==> src/hw/rtl/first_fit_heap_allocator_top_defines.svh <==
// assertion macros for the heap allocator
// used by first_fit_heap_allocator_top, needs clk and arst_n in scope
`ifndef FIRST_FIT_HEAP_ALLOCATOR_TOP_DEFINES_SVH
`define FIRST_FIT_HEAP_ALLOCATOR_TOP_DEFINES_SVH

`define FFHA_ASSERT(lbl, cond, msg) \
	lbl: assert property (@(posedge clk) disable iff (!arst_n) (cond)) else $error(msg);

`define FFHA_ASSERT_NEXT(lbl, pre, post, msg) \
	lbl: assert property (@(posedge clk) disable iff (!arst_n) (pre) |=> (post)) else $error(msg);

`endif

==> src/hw/rtl/ffha_pkg.sv <==
// types and constants of the heap allocator
// no dependencies
`default_nettype none
package ffha_pkg;
	localparam int unsigned OFF_W = 25;
	localparam int unsigned ADDR_W = 32;
	localparam logic [31:0] HEAP_BASE_RST = 32'h0100_0000;
	localparam logic [24:0] HEAP_BYTES_RST = 25'(1024 * 1024);

	localparam logic [1:0] CMD_NONE = 2'd0;
	localparam logic [1:0] CMD_INS = 2'd1;
	localparam logic [1:0] CMD_REM = 2'd2;

	localparam logic [1:0] MODE_ALLOC = 2'd0;
	localparam logic [1:0] MODE_REL = 2'd1;
	localparam logic [1:0] MODE_RSZ = 2'd2;

	localparam logic CFG_BASE = 1'b0;
	localparam logic CFG_BYTES = 1'b1;

	typedef struct packed {
		logic [OFF_W-1:0] off;
		logic [OFF_W-1:0] size;
		logic free;
	} seg_t;

	typedef struct packed {
		logic [1:0] op;
		seg_t d;
		logic wen;
		seg_t wd;
	} cell_cmd_t;

	typedef struct packed {
		logic [OFF_W-1:0] need;
		logic [ADDR_W-1:0] addr;
		logic [ADDR_W-1:0] base;
	} search_t;
endpackage
`default_nettype wire

==> src/hw/rtl/ffha_cell.sv <==
// one segment cell of the allocator chain: direct writes, insert and remove shifts, fit and match flags
// depends on ffha_pkg
`default_nettype none
module ffha_cell import ffha_pkg::*; #(
	parameter int IDX = 0,
	parameter int IW = 6,
	parameter int HEADER_BYTES = 12
) (
	input wire logic clk,
	input wire cell_cmd_t cmd,
	input wire logic [IW-1:0] k,
	input wire logic [IW-1:0] widx,
	input wire search_t srch,
	input wire seg_t left,
	input wire seg_t right,
	output seg_t q,
	output logic fit,
	output logic match
);
	localparam logic [IW-1:0] ME = IW'(IDX);

	always_ff @(posedge clk) begin
		if (cmd.wen && widx == ME) begin
			q <= cmd.wd;
		end else begin
			case (cmd.op)
				CMD_INS: begin
					if (ME > k) q <= left;
					else if (ME == k) q <= cmd.d;
				end
				CMD_REM: begin
					if (ME >= k) q <= right;
				end
				default: begin
				end
			endcase
		end
	end

	assign fit = q.free && (q.size >= srch.need);
	assign match = (srch.base + {7'b0, q.off} + 32'(HEADER_BYTES)) == srch.addr;
endmodule
`default_nettype wire

==> config.mk <==
export PLATFORM = sky130hd
export DESIGN_NAME = ffha_cell
export DESIGN_NICKNAME = d
export VERILOG_FILES = /design/src/hw/rtl/first_fit_heap_allocator_top_defines.svh /design/src/hw/rtl/ffha_pkg.sv /design/src/hw/rtl/ffha_cell.sv
export SDC_FILE = /design/constraint.sdc
export NUM_CORES = 1
export LEC_CHECK = 0
export ABC_AREA = 1
export BUFFER_PORTS_ARGS = -buffer_cell sky130_fd_sc_hd__buf_4
export CAP_MARGIN = 20
export CORE_AREA = 2 2 141 143
export DETAILED_ROUTE_END_ITERATION = 8
export DIE_AREA = 0 0 143 145
export HOLD_SLACK_MARGIN = 0.08
export PLACE_DENSITY = 0.7
export SLEW_MARGIN = 40
export SYNTH_ARGS = -nofsm -noshare
export SYNTH_HDL_FRONTEND = slang
export SYNTH_SLANG_ARGS = --single-unit
==> constraint.sdc <==
create_clock -name clk -period 4.8 [get_ports clk]
set_input_delay 0.48 -clock clk [delete_from_list [all_inputs] [get_ports clk]]
set_output_delay 0.48 -clock clk [all_outputs]
set_load 0.05 [all_outputs]
==> summary.txt <==
Pwr
  • Total power: 1.510 mW
  • Pwr/cell area: 169.2 nW/µm²
  • Peak supply drop: 142.8 µV
  • Pleak: 4.688 nW

Timing
  • Relative slew slack: 54.66%
  • Final hold vios: 0
  • # setup viols final: 0
  • Worst Max-Slew Pin Slew: 680.1 ps
  • Min Tclk post-route: 3610 ps
  • Crit share post-route: 75.22%
  • RSZ-0062 raised after global routing: false
  • Final TNS setup: 0 ps
  • Slew Viols, Final: 0
  • Max Clk Rate: 0.2770 GHz
  • Fin worst setup slack: 1190 ps

Yosys
  • Post-Synth Simple-Gate Area: 34.49%
  • Compound-cell area share of the yosys netlist: 10.74%
  • Post-synth EDFFs: 51
  • Adder-Cell Fraction of Synth Area: 15.70%
  • Most frequent cells after synthesis: 310 x nand2_1, 125 x inv_1, 113 x nor2_1
  • Mux cell area share after synthesis: 0%
  • Yosys top cell area share: 25.09%
  • Most common cell in the netlist: nand2_1
  • Area leader, netlist: edfxtp_1
  • Synth async-reset ratio: 0%
  • Synth top area cells: edfxtp_1 25%, nand2_1 19%, ha_1 15%
  • Flops & latches, synth: 51
  • Cell count after synthesis: 937
  • Most common flop cell mapped by yosys: edfxtp_1
  • Avg Cell Area, Syn: 6.515 µm²
  • Yosys warning count: 0
  • Synth Cell Area: 6105 µm²
  • Largest family of logic cells by synthesized area: simple AND/OR/NAND/NOR gates
  • Yosys cell types: 33
  • Post-synthesis sequential area ratio: 25.09%
  • XOR/XNOR Fraction of Synth Area: 4.448%
  • Syn_nets: 1322

Clock tree
  • Setup bufs post-CTS: 0
  • Hold_buf cts: 0
  • CTS resizes: 0
  • Num Clock Sinks: 51
  • H-tree depth: 2
  • CTS Root Cell: clkbuf_16
  • Clock buffer depth: 2
  • Total CTS buffers: 5
  • CTS tree: yes
  • Clock transition at path regs: 80 ps

Critical path
  • CP Capture Type: primary output
  • Critical path class: reg -> out
  • Slowest-stage cell, CP: edfxtp_1
  • Cell mode on critical path: nand2_1
  • CP startpoint kind: register
  • Worst Path Required: 4320 ps
  • Max Fanout on Critical Path: 4
  • Crit-path max cell delay: 400 ps
  • Cell Chain, Critical Path: ha_1, ha_1, fa_1, nand2_1, nand2_1, nand3_1, nand2_2, nand2_1, nand2_1, nand2_1, nand2_1, nand2_1, nand2_1, nor2_1, nand2_1, nor2_1, nand2_1, nor2_2, buf_4
  • Arrival @ worst endpoint: 3130 ps

Floorplanning
  • Core ar.: 19210 µm²
  • Width of the die: 143 µm
  • Die area: 20740 µm²
  • I/O pins: 362
  • Initial Utilization: 31.78%
  • Die height: 145 µm
  • # rows: 51

Placement
  • PortBufs: 310
  • Final HPWL DP: 18.60 mm
  • Dpl ws: 1285 ps
  • GPL Wtd Cong: 0.8927

Layout
  • Biggest register: q
  • Largest register FFs: 51
  • Regs by FF count: q x51
  • Layout cells sized above 1: 28.59%
  • Nets@finish: 1622
  • Synthesis-to-layout area growth: 46.14%

Global route
  • Global-route wire length before repair: 33.12 mm
  • GRT overflow: 0
  • Initial antenna violation count: 1
  • Largest net degree at the start of global routing: 103
  • GRT Total Usage: 20.28%
  • Vias in the first global route: 6937

Routing
  • Met3 wire length: 1.250 mm
  • Max layer used: met4
  • Routed wire length: 21.30 mm
  • Drt wl/cell: 14.15 µm
  • Post-DR vias/cell: 4.662
  • Residual DRC: 0
  • Met2 WL post-DR: 10.53 mm
  • Post-route ant nets: 0
  • Initial drt markers: 264
  • DRT Pass-1 Iters: 5
  • Via count: 7017
  • Met1 Wirelength: 8.620 mm

Min path
  • Worst Hold Depth: 3
  • Hold Path End: q[7]
  • Hold path startpoint: cmd[7]
  • Worst min-delay path class: in -> reg

Outcome
  • Status: finished clean

Job
  • Max cap viols: 0
[stage by stage]
| stage | area (µm²) | utilization [%] | cells | hold WS, ps |
|---|---|---|---|---|
| floorplan | 6105 | - | 937 | 734.2 |
| global placement | 8732 | 45.46 | 1495 | 834.6 |
| detailed placement | 8742 | 45.52 | 1495 | 833.7 |
| CTS | 8911 | 46.39 | 1503 | 522.2 |
| global route | 8919 | 46.43 | 1504 | 533.6 |
| finish | 8921 | 46.45 | 1505 | 530.8 |
[layout make-up]
type                    count  area, µm²
clock inverters             3      43.79
diodes                      2      5.005
well taps                 265      331.6
repair buffers            314       2361
inverters                 134      503.0
fillers                  2009      10290
flip-flops and latches     51       1531
clock buffers               5      125.1
multi-input cells         731       4020
[placed cells by master, fill, tap and decap left out, types with 2 or more instances in the layout]
cell type / instances
a21boi_0: 2
a21oi_1: 37
a31oi_1: 52
buf_4: 313
clkbuf_16: 5
diode_2: 2
edfxtp_1: 51
ha_1: 75
inv_1: 125
inv_2: 8
nand2_1: 308
nand2_2: 10
nand3_1: 46
nand3b_1: 5
nand4_1: 10
nor2_1: 113
nor2_2: 5
nor2_4: 3
nor3_1: 4
nor4_1: 2
o211ai_1: 2
o21a_1: 3
o21ai_0: 11
xnor2_1: 15
xor2_1: 16
[layer usage]
layer	vias to the layer above	track usage [%]
met2	226	36.34
met1	3090	23.14
met5	-	0
met3	46	3.828
li1	3655	-
met4	0	8.812
[worst max path at each step]
stage | start | end | slack (ps) | depth (start not counted)
after floorplan | q[27] | match | 1370 | 18
after global routing | q[27] | match | 910 | 19
final | q[27] | match | 1190 | 19
after global placement | srch[1] | match | 1300 | 20
after detailed placement | srch[1] | match | 1280 | 20
after CTS | q[27] | match | 1160 | 19
[critical path: cells and delay by family, from the launching register on]
kind / cells / cell delay (ps)
adder cells (fa/ha/maj): 3 / 920
buffers and inverters: 1 / 200
flip-flops: 1 / 400
AND/OR/NAND/NOR: 15 / 1330
[where the power goes]
part | switching, mW | internal [mW]
Clock | 0.165 | 0.246
Combinational | 0.306 | 0.287
Sequential | 0.00408 | 0.501
Total | 0.476 | 1.03
[kinds of logic (layout without fill, tap and decap cells)]
group                    Yosys count  count (layout)
adder cells (fa/ha/maj)           76              76
other                              0               2
XOR/XNOR                          31              31
flip-flops                        51              51
AND/OR/NAND/NOR                  512             512
buffers and inverters            155             456
AO/OA/AOI/OAI                    112             112
Note: power is estimated with default switching activity, not from simulation.
